## config.mk

```make
export PLATFORM = sky130hd
export DESIGN_NAME = multilevel_feedback_queue_scheduler_flat
export DESIGN_NICKNAME = d
export VERILOG_FILES = /design/src/mlfq_pkg.sv /design/src/mlfq_if.sv /design/src/multilevel_feedback_queue_scheduler.sv /design/src/flat_wrapper.sv
export SDC_FILE = /design/constraint.sdc
export NUM_CORES = 2
export LEC_CHECK = 0
export BUFFER_PORTS_ARGS = -buffer_cell sky130_fd_sc_hd__buf_2
export CAP_MARGIN = 40
export CORE_MARGIN = 5
export CORE_UTILIZATION = 37
export DETAILED_ROUTE_END_ITERATION = 10
export SKIP_CTS_REPAIR_TIMING = 1
export SYNTH_ARGS = -nofsm -noshare
export SYNTH_HDL_FRONTEND = slang
export SYNTH_SLANG_ARGS = --single-unit
```

## constraint.sdc

```tcl
create_clock -name clk_i -period 9 [get_ports clk_i]
set_input_delay 0.9 -clock clk_i [delete_from_list [all_inputs] [get_ports clk_i]]
set_output_delay 0.9 -clock clk_i [all_outputs]
set_load 0.01 [all_outputs]
```

## src/mlfq_pkg.sv

```systemverilog
// Package of the multilevel feedback queue scheduler: sizes, register
// indexes and the input and result word types. Depends on nothing.
`timescale 1ns / 1ps
`default_nettype none
package mlfq_pkg;

  localparam int unsigned SLOTS      = 16;
  localparam int unsigned SLOT_W     = 4;
  localparam int unsigned CNT_W      = 5;
  localparam int unsigned MAX_LEVELS = 4;
  localparam int unsigned LVL_W      = 2;
  localparam int unsigned QADDR_W    = LVL_W + SLOT_W;
  localparam int unsigned QDEPTH     = MAX_LEVELS * SLOTS;
  localparam int unsigned TICK_W     = 21;
  localparam int unsigned BOOST_W    = 22;
  localparam int unsigned PADDR_W    = 5;

  localparam logic [2:0] REG_NUM_LEVELS = 3'd0;
  localparam logic [2:0] REG_BOOST      = 3'd1;
  localparam logic [2:0] REG_QUANTUM0   = 3'd2;
  localparam logic [2:0] REG_QUANTUM1   = 3'd3;
  localparam logic [2:0] REG_QUANTUM2   = 3'd4;
  localparam logic [2:0] REG_QUANTUM3   = 3'd5;

  localparam logic FUNC_LOAD     = 1'b0;
  localparam logic FUNC_DISPATCH = 1'b1;

  typedef struct packed {
    logic        func;
    logic [7:0]  proc_id;
    logic [15:0] arrival;
    logic [15:0] burst;
  } in_word_t;

  typedef struct packed {
    logic              all_done;
    logic [TICK_W-1:0] slice_start;
    logic [7:0]        slice_proc;
    logic [15:0]       slice_length;
    logic              finished;
    logic [TICK_W-1:0] completion;
    logic [TICK_W-1:0] turnaround;
    logic [TICK_W-1:0] waiting;
    logic [TICK_W-1:0] response;
  } out_word_t;

endpackage
`default_nettype wire

```

## src/mlfq_if.sv

```systemverilog
// Valid/ready channel interfaces for the input and result words.
// Depends on mlfq_pkg.
`timescale 1ns / 1ps
`default_nettype none
interface mlfq_in_if;
  logic              valid;
  logic              ready;
  mlfq_pkg::in_word_t data;
  modport source (output valid, output data, input ready);
  modport sink (input valid, input data, output ready);
endinterface

interface mlfq_out_if;
  logic               valid;
  logic               ready;
  mlfq_pkg::out_word_t data;
  modport source (output valid, output data, input ready);
  modport sink (input valid, input data, output ready);
endinterface
`default_nettype wire

```

## src/multilevel_feedback_queue_scheduler.sv

```systemverilog
// Top level of the multilevel feedback queue scheduler: process stores, level
// rings in a small memory, and the sequencer. Depends on mlfq_pkg, mlfq_if.
`timescale 1ns / 1ps
`default_nettype none
// A load word is taken and gives no result. A dispatch word runs a sequencer
// that walks the process slots one per cycle with a single compare unit: the
// first dispatch scans loaded slots for tick-0 arrivals, a boost moves each
// lower-level entry to level 0 (ring memory read, then write), an idle jump
// costs two more scans, and the arrival scan after each slice costs one scan.
// The block is not ready while a dispatch is at work or its result word waits.
module multilevel_feedback_queue_scheduler (
  input  wire logic                       clk_i,
  input  wire logic                       rst_ni,
  mlfq_in_if.sink                         in_s,
  mlfq_out_if.source                      out_m,
  input  wire logic                       psel,
  input  wire logic                       penable,
  input  wire logic                       pwrite,
  input  wire logic [mlfq_pkg::PADDR_W-1:0] paddr,
  input  wire logic [31:0]                pwdata,
  output logic      [31:0]                prdata,
  output logic                            pready
);

  typedef enum logic [13:0] {
    S_IDLE     = 14'b00000000000001,
    S_INIT     = 14'b00000000000010,
    S_BOOST    = 14'b00000000000100,
    S_DRAIN    = 14'b00000000001000,
    S_DRAIN_WR = 14'b00000000010000,
    S_FIND     = 14'b00000000100000,
    S_MIN      = 14'b00000001000000,
    S_JUMP     = 14'b00000010000000,
    S_POP      = 14'b00000100000000,
    S_RUN      = 14'b00001000000000,
    S_ARR      = 14'b00010000000000,
    S_FIN      = 14'b00100000000000,
    S_WAIT     = 14'b01000000000000,
    S_OUT      = 14'b10000000000000
  } state_e;

  localparam int unsigned SW = mlfq_pkg::SLOT_W;
  localparam int unsigned CW = mlfq_pkg::CNT_W;
  localparam int unsigned LW = mlfq_pkg::LVL_W;
  localparam int unsigned TW = mlfq_pkg::TICK_W;
  localparam int unsigned BW = mlfq_pkg::BOOST_W;

  // Configuration registers.
  logic [2:0]  num_levels_q;
  logic [19:0] boost_q;
  logic [15:0] quantum_q [mlfq_pkg::MAX_LEVELS];

  // Process stores.
  logic [15:0]   arr_q [mlfq_pkg::SLOTS];
  logic [15:0]   bst_q [mlfq_pkg::SLOTS];
  logic [15:0]   rem_q [mlfq_pkg::SLOTS];
  logic [7:0]    id_q  [mlfq_pkg::SLOTS];
  logic [TW-1:0] fst_q [mlfq_pkg::SLOTS];
  logic [mlfq_pkg::SLOTS-1:0] started_q, fin_q;

  // Level rings.
  logic [SW-1:0] qmem [mlfq_pkg::QDEPTH];
  logic [SW-1:0] qrd_q;
  logic [SW-1:0] head_q [mlfq_pkg::MAX_LEVELS];
  logic [SW-1:0] head_d [mlfq_pkg::MAX_LEVELS];
  logic [CW-1:0] cnt_q  [mlfq_pkg::MAX_LEVELS];
  logic [CW-1:0] cnt_d  [mlfq_pkg::MAX_LEVELS];

  state_e        state_q, state_d;
  logic [TW-1:0] now_q, now_d;
  logic [BW-1:0] nbt_q, nbt_d;
  logic [CW-1:0] loaded_q, loaded_d, fcount_q, fcount_d, idx_q, idx_d;
  logic          running_q, running_d, pass_q, pass_d, any_q, any_d;
  logic [2:0]    lscan_q, lscan_d;
  logic [LW-1:0] lvl_q, lvl_d;
  logic [SW-1:0] slot_q, slot_d;
  logic [15:0]   best_q, best_d, run_q, run_d, quant_q, quant_d;
  logic [TW-1:0] start_q, start_d, turn_q, turn_d;
  mlfq_pkg::out_word_t res_q, res_d;
  logic          ovalid_q, ovalid_d;

  // Single push and pop port of the rings.
  logic          push_en, pop_en, q_we, full;
  logic [LW-1:0] push_lvl, pop_lvl, found_lvl;
  logic [SW-1:0] push_slot, push_pos;
  logic          found;

  logic [SW-1:0] rd_idx;
  logic [15:0]   a_rd, b_rd, r_rd;
  logic [7:0]    i_rd;
  logic [TW-1:0] f_rd;
  logic [2:0]    eff;
  logic [15:0]   qsel, qeff, run_c;
  logic          scan_end, in_acc, cfg_wr, load_ok;
  logic [BW:0]   nbt_sum;
  logic [BW-1:0] end22;

  assign pready  = 1'b1;
  assign cfg_wr  = psel && penable && pwrite;
  assign in_acc  = in_s.valid && in_s.ready;
  assign in_s.ready  = (state_q == S_IDLE);
  assign out_m.valid = ovalid_q;
  assign out_m.data  = res_q;

  always_comb begin
    case (paddr[4:2])
      mlfq_pkg::REG_NUM_LEVELS: prdata = {29'd0, num_levels_q};
      mlfq_pkg::REG_BOOST:      prdata = {12'd0, boost_q};
      mlfq_pkg::REG_QUANTUM0:   prdata = {16'd0, quantum_q[0]};
      mlfq_pkg::REG_QUANTUM1:   prdata = {16'd0, quantum_q[1]};
      mlfq_pkg::REG_QUANTUM2:   prdata = {16'd0, quantum_q[2]};
      mlfq_pkg::REG_QUANTUM3:   prdata = {16'd0, quantum_q[3]};
      default:                  prdata = 32'd0;
    endcase
  end

  always_ff @(posedge clk_i or negedge rst_ni) begin
    if (!rst_ni) begin
      num_levels_q <= 3'd3;
      boost_q      <= 20'd0;
      quantum_q[0] <= 16'd1;
      quantum_q[1] <= 16'd2;
      quantum_q[2] <= 16'd4;
      quantum_q[3] <= 16'd8;
    end else if (cfg_wr) begin
      case (paddr[4:2])
        mlfq_pkg::REG_NUM_LEVELS: num_levels_q <= pwdata[2:0];
        mlfq_pkg::REG_BOOST:      boost_q      <= pwdata[19:0];
        mlfq_pkg::REG_QUANTUM0:   quantum_q[0] <= pwdata[15:0];
        mlfq_pkg::REG_QUANTUM1:   quantum_q[1] <= pwdata[15:0];
        mlfq_pkg::REG_QUANTUM2:   quantum_q[2] <= pwdata[15:0];
        mlfq_pkg::REG_QUANTUM3:   quantum_q[3] <= pwdata[15:0];
        default: ;
      endcase
    end
  end

  // Scans address the stores by the slot counter, the slice states by the
  // slot taken from the ring.
  assign rd_idx = (state_q == S_RUN || state_q == S_FIN || state_q == S_WAIT) ?
                  slot_q : idx_q[SW-1:0];
  assign a_rd = arr_q[rd_idx];
  assign b_rd = bst_q[rd_idx];
  assign r_rd = rem_q[rd_idx];
  assign i_rd = id_q[rd_idx];
  assign f_rd = fst_q[rd_idx];
  assign scan_end = (idx_q >= loaded_q);

  assign eff = (num_levels_q > 3'(mlfq_pkg::MAX_LEVELS)) ?
               3'(mlfq_pkg::MAX_LEVELS) : num_levels_q;
  assign qsel  = quantum_q[lvl_q];
  assign qeff  = (qsel == 16'd0) ? 16'd1 : qsel;
  assign run_c = (r_rd < qeff) ? r_rd : qeff;
  assign nbt_sum = {1'b0, nbt_q} + {3'd0, boost_q};
  assign end22 = {1'b0, start_q} + {6'd0, run_q};
  assign load_ok = !running_q && (loaded_q < CW'(mlfq_pkg::SLOTS));

  always_comb begin
    found     = 1'b0;
    found_lvl = '0;
    for (int l = mlfq_pkg::MAX_LEVELS - 1; l >= 0; l--) begin
      if (cnt_q[l] != '0) begin
        found     = 1'b1;
        found_lvl = LW'(l);
      end
    end
  end

  always_comb begin
    state_d   = state_q;
    now_d     = now_q;
    nbt_d     = nbt_q;
    loaded_d  = loaded_q;
    fcount_d  = fcount_q;
    idx_d     = idx_q;
    running_d = running_q;
    pass_d    = pass_q;
    any_d     = any_q;
    lscan_d   = lscan_q;
    lvl_d     = lvl_q;
    slot_d    = slot_q;
    best_d    = best_q;
    run_d     = run_q;
    quant_d   = quant_q;
    start_d   = start_q;
    turn_d    = turn_q;
    res_d     = res_q;
    ovalid_d  = ovalid_q;
    push_en   = 1'b0;
    push_lvl  = '0;
    push_slot = idx_q[SW-1:0];
    pop_en    = 1'b0;
    pop_lvl   = '0;

    case (state_q)
      S_IDLE: begin
        if (in_acc) begin
          if (in_s.data.func == mlfq_pkg::FUNC_LOAD) begin
            if (load_ok) loaded_d = loaded_q + CW'(1);
          end else if (eff == 3'd0 || fcount_q >= loaded_q) begin
            res_d = '0;
            res_d.all_done = 1'b1;
            ovalid_d = 1'b1;
            state_d  = S_OUT;
          end else if (!running_q) begin
            running_d = 1'b1;
            now_d     = '0;
            nbt_d     = (boost_q != 20'd0) ? {2'd0, boost_q} : '1;
            idx_d     = '0;
            pass_d    = 1'b0;
            state_d   = S_INIT;
          end else begin
            pass_d  = 1'b0;
            state_d = S_BOOST;
          end
        end
      end
      S_INIT: begin
        if (scan_end) begin
          state_d = S_BOOST;
        end else begin
          push_en = (a_rd == 16'd0);
          idx_d   = idx_q + CW'(1);
        end
      end
      S_BOOST: begin
        if ({1'b0, now_q} >= nbt_q) begin
          lscan_d = 3'd1;
          state_d = S_DRAIN;
        end else begin
          state_d = S_FIND;
        end
      end
      S_DRAIN: begin
        if (lscan_q >= 3'(mlfq_pkg::MAX_LEVELS)) begin
          nbt_d   = nbt_sum[BW] ? '1 : nbt_sum[BW-1:0];
          state_d = S_FIND;
        end else if (cnt_q[lscan_q[LW-1:0]] == '0) begin
          lscan_d = lscan_q + 3'd1;
        end else begin
          pop_en  = 1'b1;
          pop_lvl = lscan_q[LW-1:0];
          state_d = S_DRAIN_WR;
        end
      end
      S_DRAIN_WR: begin
        push_en   = 1'b1;
        push_slot = qrd_q;
        state_d   = S_DRAIN;
      end
      S_FIND: begin
        if (found) begin
          lvl_d   = found_lvl;
          pop_en  = 1'b1;
          pop_lvl = found_lvl;
          state_d = S_POP;
        end else if (pass_q) begin
          res_d = '0;
          res_d.all_done = 1'b1;
          ovalid_d = 1'b1;
          state_d  = S_OUT;
        end else begin
          idx_d   = '0;
          any_d   = 1'b0;
          state_d = S_MIN;
        end
      end
      S_MIN: begin
        if (scan_end) begin
          if (!any_q) begin
            res_d = '0;
            res_d.all_done = 1'b1;
            ovalid_d = 1'b1;
            state_d  = S_OUT;
          end else begin
            now_d   = {5'd0, best_q};
            idx_d   = '0;
            state_d = S_JUMP;
          end
        end else begin
          if (!fin_q[idx_q[SW-1:0]] && {5'd0, a_rd} > now_q &&
              (!any_q || a_rd < best_q)) begin
            best_d = a_rd;
            any_d  = 1'b1;
          end
          idx_d = idx_q + CW'(1);
        end
      end
      S_JUMP: begin
        if (scan_end) begin
          pass_d  = 1'b1;
          state_d = S_BOOST;
        end else begin
          push_en = ({5'd0, a_rd} == now_q);
          idx_d   = idx_q + CW'(1);
        end
      end
      S_POP: begin
        slot_d  = qrd_q;
        state_d = S_RUN;
      end
      S_RUN: begin
        start_d = now_q;
        run_d   = run_c;
        quant_d = qeff;
        now_d   = now_q + TW'(run_c);
        idx_d   = '0;
        state_d = S_ARR;
      end
      S_ARR: begin
        if (scan_end) begin
          state_d = S_FIN;
        end else begin
          push_en = !fin_q[idx_q[SW-1:0]] && {6'd0, a_rd} > {1'b0, start_q} &&
                    {6'd0, a_rd} <= end22;
          idx_d   = idx_q + CW'(1);
        end
      end
      S_FIN: begin
        res_d = '0;
        res_d.slice_start  = start_q;
        res_d.slice_proc   = i_rd;
        res_d.slice_length = run_q;
        if (r_rd == 16'd0) begin
          res_d.finished   = 1'b1;
          res_d.completion = now_q;
          res_d.response   = f_rd - {5'd0, a_rd};
          turn_d   = now_q - {5'd0, a_rd};
          fcount_d = fcount_q + CW'(1);
          state_d  = S_WAIT;
        end else begin
          push_en   = 1'b1;
          push_slot = slot_q;
          if (run_q == quant_q && ({1'b0, lvl_q} + 3'd1) < eff) begin
            push_lvl = lvl_q + LW'(1);
          end else begin
            push_lvl = lvl_q;
          end
          ovalid_d = 1'b1;
          state_d  = S_OUT;
        end
      end
      S_WAIT: begin
        res_d.turnaround = turn_q;
        res_d.waiting    = turn_q - {5'd0, b_rd};
        ovalid_d = 1'b1;
        state_d  = S_OUT;
      end
      S_OUT: begin
        if (out_m.ready) begin
          ovalid_d = 1'b0;
          state_d  = S_IDLE;
        end
      end
      default: state_d = S_IDLE;
    endcase
  end

  // Ring bookkeeping for the single push and pop of this cycle.
  assign push_pos = head_q[push_lvl] + cnt_q[push_lvl][SW-1:0];
  assign full     = (cnt_q[push_lvl] == CW'(mlfq_pkg::SLOTS));
  assign q_we     = push_en && !full;

  always_comb begin
    for (int l = 0; l < mlfq_pkg::MAX_LEVELS; l++) begin
      head_d[l] = head_q[l];
      cnt_d[l]  = cnt_q[l];
      if (q_we && push_lvl == LW'(l)) cnt_d[l] = cnt_q[l] + CW'(1);
      if (pop_en && pop_lvl == LW'(l)) begin
        head_d[l] = head_q[l] + SW'(1);
        cnt_d[l]  = cnt_q[l] - CW'(1);
      end
    end
  end

  always_ff @(posedge clk_i) begin
    if (q_we) qmem[{push_lvl, push_pos}] <= push_slot;
    if (pop_en) qrd_q <= qmem[{pop_lvl, head_q[pop_lvl]}];
  end

  always_ff @(posedge clk_i or negedge rst_ni) begin
    if (!rst_ni) begin
      state_q   <= S_IDLE;
      now_q     <= '0;
      nbt_q     <= '1;
      loaded_q  <= '0;
      fcount_q  <= '0;
      idx_q     <= '0;
      running_q <= 1'b0;
      pass_q    <= 1'b0;
      any_q     <= 1'b0;
      lscan_q   <= '0;
      lvl_q     <= '0;
      slot_q    <= '0;
      ovalid_q  <= 1'b0;
      started_q <= '0;
      fin_q     <= '0;
      for (int l = 0; l < mlfq_pkg::MAX_LEVELS; l++) begin
        head_q[l] <= '0;
        cnt_q[l]  <= '0;
      end
    end else begin
      state_q   <= state_d;
      now_q     <= now_d;
      nbt_q     <= nbt_d;
      loaded_q  <= loaded_d;
      fcount_q  <= fcount_d;
      idx_q     <= idx_d;
      running_q <= running_d;
      pass_q    <= pass_d;
      any_q     <= any_d;
      lscan_q   <= lscan_d;
      lvl_q     <= lvl_d;
      slot_q    <= slot_d;
      ovalid_q  <= ovalid_d;
      for (int l = 0; l < mlfq_pkg::MAX_LEVELS; l++) begin
        head_q[l] <= head_d[l];
        cnt_q[l]  <= cnt_d[l];
      end
      if (state_q == S_IDLE && in_acc && in_s.data.func == mlfq_pkg::FUNC_LOAD &&
          load_ok) begin
        started_q[loaded_q[SW-1:0]] <= 1'b0;
        fin_q[loaded_q[SW-1:0]]     <= 1'b0;
      end
      if (state_q == S_RUN) started_q[slot_q] <= 1'b1;
      if (state_q == S_FIN && r_rd == 16'd0) fin_q[slot_q] <= 1'b1;
    end
  end

  // Store payload and slice working registers.
  always_ff @(posedge clk_i) begin
    best_q  <= best_d;
    run_q   <= run_d;
    quant_q <= quant_d;
    start_q <= start_d;
    turn_q  <= turn_d;
    res_q   <= res_d;
    if (state_q == S_IDLE && in_acc && in_s.data.func == mlfq_pkg::FUNC_LOAD &&
        load_ok) begin
      id_q[loaded_q[SW-1:0]]  <= in_s.data.proc_id;
      arr_q[loaded_q[SW-1:0]] <= in_s.data.arrival;
      bst_q[loaded_q[SW-1:0]] <= in_s.data.burst;
      rem_q[loaded_q[SW-1:0]] <= in_s.data.burst;
    end
    if (state_q == S_RUN) begin
      rem_q[slot_q] <= r_rd - run_c;
      if (!started_q[slot_q]) fst_q[slot_q] <= now_q;
    end
  end

  logic [CW+1:0] queued_sum;
  assign queued_sum = (CW+2)'(cnt_q[0]) + (CW+2)'(cnt_q[1]) +
                      (CW+2)'(cnt_q[2]) + (CW+2)'(cnt_q[3]);

  a_ready_excl: assert property (@(posedge clk_i) disable iff (!rst_ni)
    out_m.valid |-> !in_s.ready)
    else $error("input ready while a result word waits");

  a_fin_le_loaded: assert property (@(posedge clk_i) disable iff (!rst_ni)
    fcount_q <= loaded_q)
    else $error("more finished processes than loaded ones");

  a_queued_le_loaded: assert property (@(posedge clk_i) disable iff (!rst_ni)
    queued_sum <= (CW+2)'(loaded_q))
    else $error("level rings hold more entries than loaded processes");

  a_done_clean: assert property (@(posedge clk_i) disable iff (!rst_ni)
    (out_m.valid && out_m.data.all_done) |->
      (!out_m.data.finished && out_m.data.slice_length == 16'd0))
    else $error("all-done word carries slice data");

endmodule
`default_nettype wire
```

## src/flat_wrapper.sv

```systemverilog
// flat-port wrapper written by rule: the top's interface ports become plain ports
module multilevel_feedback_queue_scheduler_flat 
  (clk_i, rst_ni, psel, penable, pwrite, paddr, pwdata, prdata, pready, in_s_valid, in_s_data, in_s_ready, out_m_valid, out_m_data, out_m_ready);
  mlfq_in_if in_s_i ();
  mlfq_out_if out_m_i ();
  input  wire logic clk_i;
  input  wire logic rst_ni;
  input  wire logic psel;
  input  wire logic penable;
  input  wire logic pwrite;
  input  wire logic [mlfq_pkg::PADDR_W-1:0] paddr;
  input  wire logic [31:0] pwdata;
  output logic      [31:0] prdata;
  output logic pready;
  input wire logic [$bits(in_s_i.valid)-1:0] in_s_valid;
  input wire logic [$bits(in_s_i.data)-1:0] in_s_data;
  output wire logic [$bits(in_s_i.ready)-1:0] in_s_ready;
  output wire logic [$bits(out_m_i.valid)-1:0] out_m_valid;
  output wire logic [$bits(out_m_i.data)-1:0] out_m_data;
  input wire logic [$bits(out_m_i.ready)-1:0] out_m_ready;
  assign in_s_i.valid = in_s_valid;
  assign in_s_i.data = in_s_data;
  assign in_s_ready = in_s_i.ready;
  assign out_m_valid = out_m_i.valid;
  assign out_m_data = out_m_i.data;
  assign out_m_i.ready = out_m_ready;
  multilevel_feedback_queue_scheduler u_core (.clk_i(clk_i), .rst_ni(rst_ni), .in_s(in_s_i), .out_m(out_m_i), .psel(psel), .penable(penable), .pwrite(pwrite), .paddr(paddr), .pwdata(pwdata), .prdata(prdata), .pready(pready));
endmodule
```

==> results_dict.tcl <==
set metrics [dict create \
    io_pins 251 \
    finalSetupViolCount 0 \
    vias 54040 \
    drtIter0Drc 5359 \
    startpoint_type "flop" \
    p_int_w 0.01706 \
    synthFlopType "edfxtp_1" \
    drt-total-wl_um 245400 \
    crit_buf_inv 4 \
    synth.cell_area_um2 87530 \
    slowest_delay_ps 580 \
    htree_levels 4 \
    nFillCells 21090 \
    cts_max_path_buffers 3 \
    drv_slew 0 \
    crit_path_frequent_cell "nand2_1" \
    postSynthCellCount 5937 \
    drtPass1Iterations 8 \
    ys_warn_count 0 \
    die_x_um 496.4 \
    worst_r2r_path_depth 26 \
    crit_slowest_cell "or4_4" \
    hpwl_um 158900 \
    cts.sinks 1953 \
    path_delay_family "simple AND/OR/NAND/NOR gates" \
    vias_per_cell 5.569 \
    pwr-share-clk_pct 34.1 \
    relSlewSlack_pct 35.95 \
    synth-edff-count 1713 \
    antenna_left 0 \
    cts_tree "yes" \
    comb_power_share_pct 21.2 \
    endpoint_kind "flop" \
    clock_latency_ps 870 \
    max_cap_violations 0 \
    cts-root-buf "clkbuf_16" \
    crit_cells 26 \
    finalCriticalPeriod_ps 8482 \
    start_util_pct 37.18 \
    p_per_area_nw_per_um2 237.0 \
    final_nets 6704 \
    synth_cell_types 93 \
    ys_async_sr_fraction_pct 12.29 \
    syn2layout_area_growth_pct 15.40 \
    dpl-instance-area_um2 94330 \
    die-height_um 496.4 \
    final_hold_viol_count 0 \
    clk_pin_slew_ps 60 \
    place_inst 9307 \
    rsz0062_at_grt "no" \
    p_sw_w 0.006881 \
    dieArea_um2 246400 \
    grt_max_degree 135 \
    syn_area_per_cell_um2 14.74 \
    grt_pass1_vias 53560 \
    max_freq_mhz 117.9 \
    numPortBuffers 223 \
    drc 0 \
    core-area_um2 235400 \
    gp_congestion 0.8951 \
    pwr-share-seq_pct 44.7 \
    fin_total_pwr_w 0.02394 \
    yosys.area.top_type_share_pct 58.77 \
    wire_per_inst_um 25.28 \
    grtUsageTotal_pct 19.50 \
    outcome "finished, final reports clean" \
    drive_gt1_share_pct 21.21 \
    mostFrequentLayoutCells "edfxtp_1, nand2_1, mux4_2" \
    tightest_slew_ps 960.7 \
    synth.yosys.seq_area_share_pct 65.67 \
    cts_buffers 198 \
    critPathKind "flop to flop" \
    fin_setup_tns_ps 0 \
    yosysTopAreaCell "edfxtp_1" \
    final_common_cell "edfxtp_1" \
    cp_max_fo 87 \
    num_rows 178 \
    synthTopCellsByArea "edfxtp_1, mux4_2, dfrtp_1" \
    p_leak_nw 36.59 \
    vdd_drop_max_mv 0.1772 \
    min_path_type "input pin to asynchronous set/reset pin" \
    finish.instance_area_um2 101000 \
    swShare_pct 28.74 \
    overflow 0 \
    finClkSkew_ps 101.3 \
    cp_data_required_time_ps 9430 \
    antenna_found_initial 32 \
    ys_ff_latch 1953 \
    grt_pass1_wl_um 359900 \
    arrival_ps 8920 \
    finalCritPeriodShare_pct 94.24 \
    fin_cells 9704 \
]
## synth_stat cells, drive strengths merged, types with 119 or more instances
cell,number
a21oi,159
nor2,335
buf,119
ha,240
o21ai,233
edfxtp,1713
inv,210
nand2,646
mux4,322
clkbuf,167
mux2,145
dfrtp,211
## worst paths after layout
path	startpoint	endpoint	slack [ps]
max	u_core.state_q[2]$_DFFE_PN0P_	u_core.qmem[3][1]$_DFFE_PP_	520
min	rst_ni	u_core.quantum_q[55]$_DFFE_PN0P_	120
max reg2reg	u_core.state_q[2]$_DFFE_PN0P_	u_core.qmem[3][1]$_DFFE_PP_	520
min reg2reg	u_core.head_q[11]$_DFFE_PN0P_	u_core.head_q[11]$_DFFE_PN0P_	490
max in group asynchronous	rst_ni	u_core.fin_q[2]$_DFF_PN0_	7370
min in group clk_i	pwdata[13]	u_core.quantum_q[13]$_DFFE_PN0P_	330
## routing by layer
| metal | GRT usage (%) | up-vias | wire length [µm] |
|---|---|---|---|
| met3 | 3.974 | 444 | 18780 |
| met2 | 30.80 | 2120 | 113100 |
| met5 | 0 | - | 104 |
| met4 | 6.645 | 16 | 9492 |
| li1 | - | 23710 | - |
| met1 | 27.02 | 27750 | 103800 |
## final cells by class
class	instances	area [µm²]	area share, %
Timing Repair Buffer	505	3724	3.686
Multi-Input combinational cell	3494	28520	28.23
Clock buffer	255	5266	5.214
Inverter	215	807.0	0.7990
Antenna cell	15	37.54	0.03716
Clock inverter	117	1232	1.220
Sequential cell	1953	57480	56.91
Tap cell	3150	3941	3.902
## logic make-up (layout without fill, tap and decap cells)
group | count (synthesis) | in the layout | synth area share (%)
DFF | 1953 | 1953 | 65.67
xor gates and xnor gates | 138 | 138 | 1.381
buffers and inverters | 501 | 1092 | 2.344
other | 2 | 28 | 0.008580
muxes | 572 | 572 | 11.35
adders and majority gates | 252 | 252 | 3.705
and+or+nand+nor | 1600 | 1600 | 8.535
AOI/OAI and AO/OA | 919 | 919 | 7.003
## sequential cells by signal, summed over array words and instances (netlist names), 20 cells and up
register,count
u_core.bst_q,256
u_core.quantum_q,64
u_core.qmem,256
u_core.arr_q,256
u_core.out_m.data,131
u_core.rem_q,256
u_core.turn_q,21
u_core.nbt_q,22
u_core.boost_q,20
u_core.start_q,21
u_core.now_q,21
u_core.fst_q,336
u_core.cnt_q,20
u_core.id_q,128
## power groups by stage
| stage | registers [W] | logic, W | clock network (W) |
|---|---|---|---|
| 2_1_floorplan | 0.0109 | 0.00302 | 0 |
| 3_3_place_gp | 0.0109 | 0.00484 | 0 |
| 3_5_place_dp | 0.0109 | 0.00502 | 0 |
| 4_1_cts | 0.0107 | 0.00504 | 0.00834 |
| 5_1_grt | 0.0107 | 0.00551 | 0.00873 |
| 6_report | 0.0107 | 0.00507 | 0.00818 |
## through the flow
| stage | hold WS [ps] | setup slack (ps) | utilization (%) |
|---|---|---|---|
| after floorplan | 445.5 | 55.22 | - |
| after global placement | 464.3 | 344.1 | 39.81 |
| after detailed placement | 467.1 | 262.8 | 40.07 |
| after CTS | 174.4 | 218.2 | 42.83 |
| after global routing | 161.8 | 14.05 | 42.89 |
| final | 118.4 | 518.0 | 42.91 |
(Power assumes the default switching activity.)
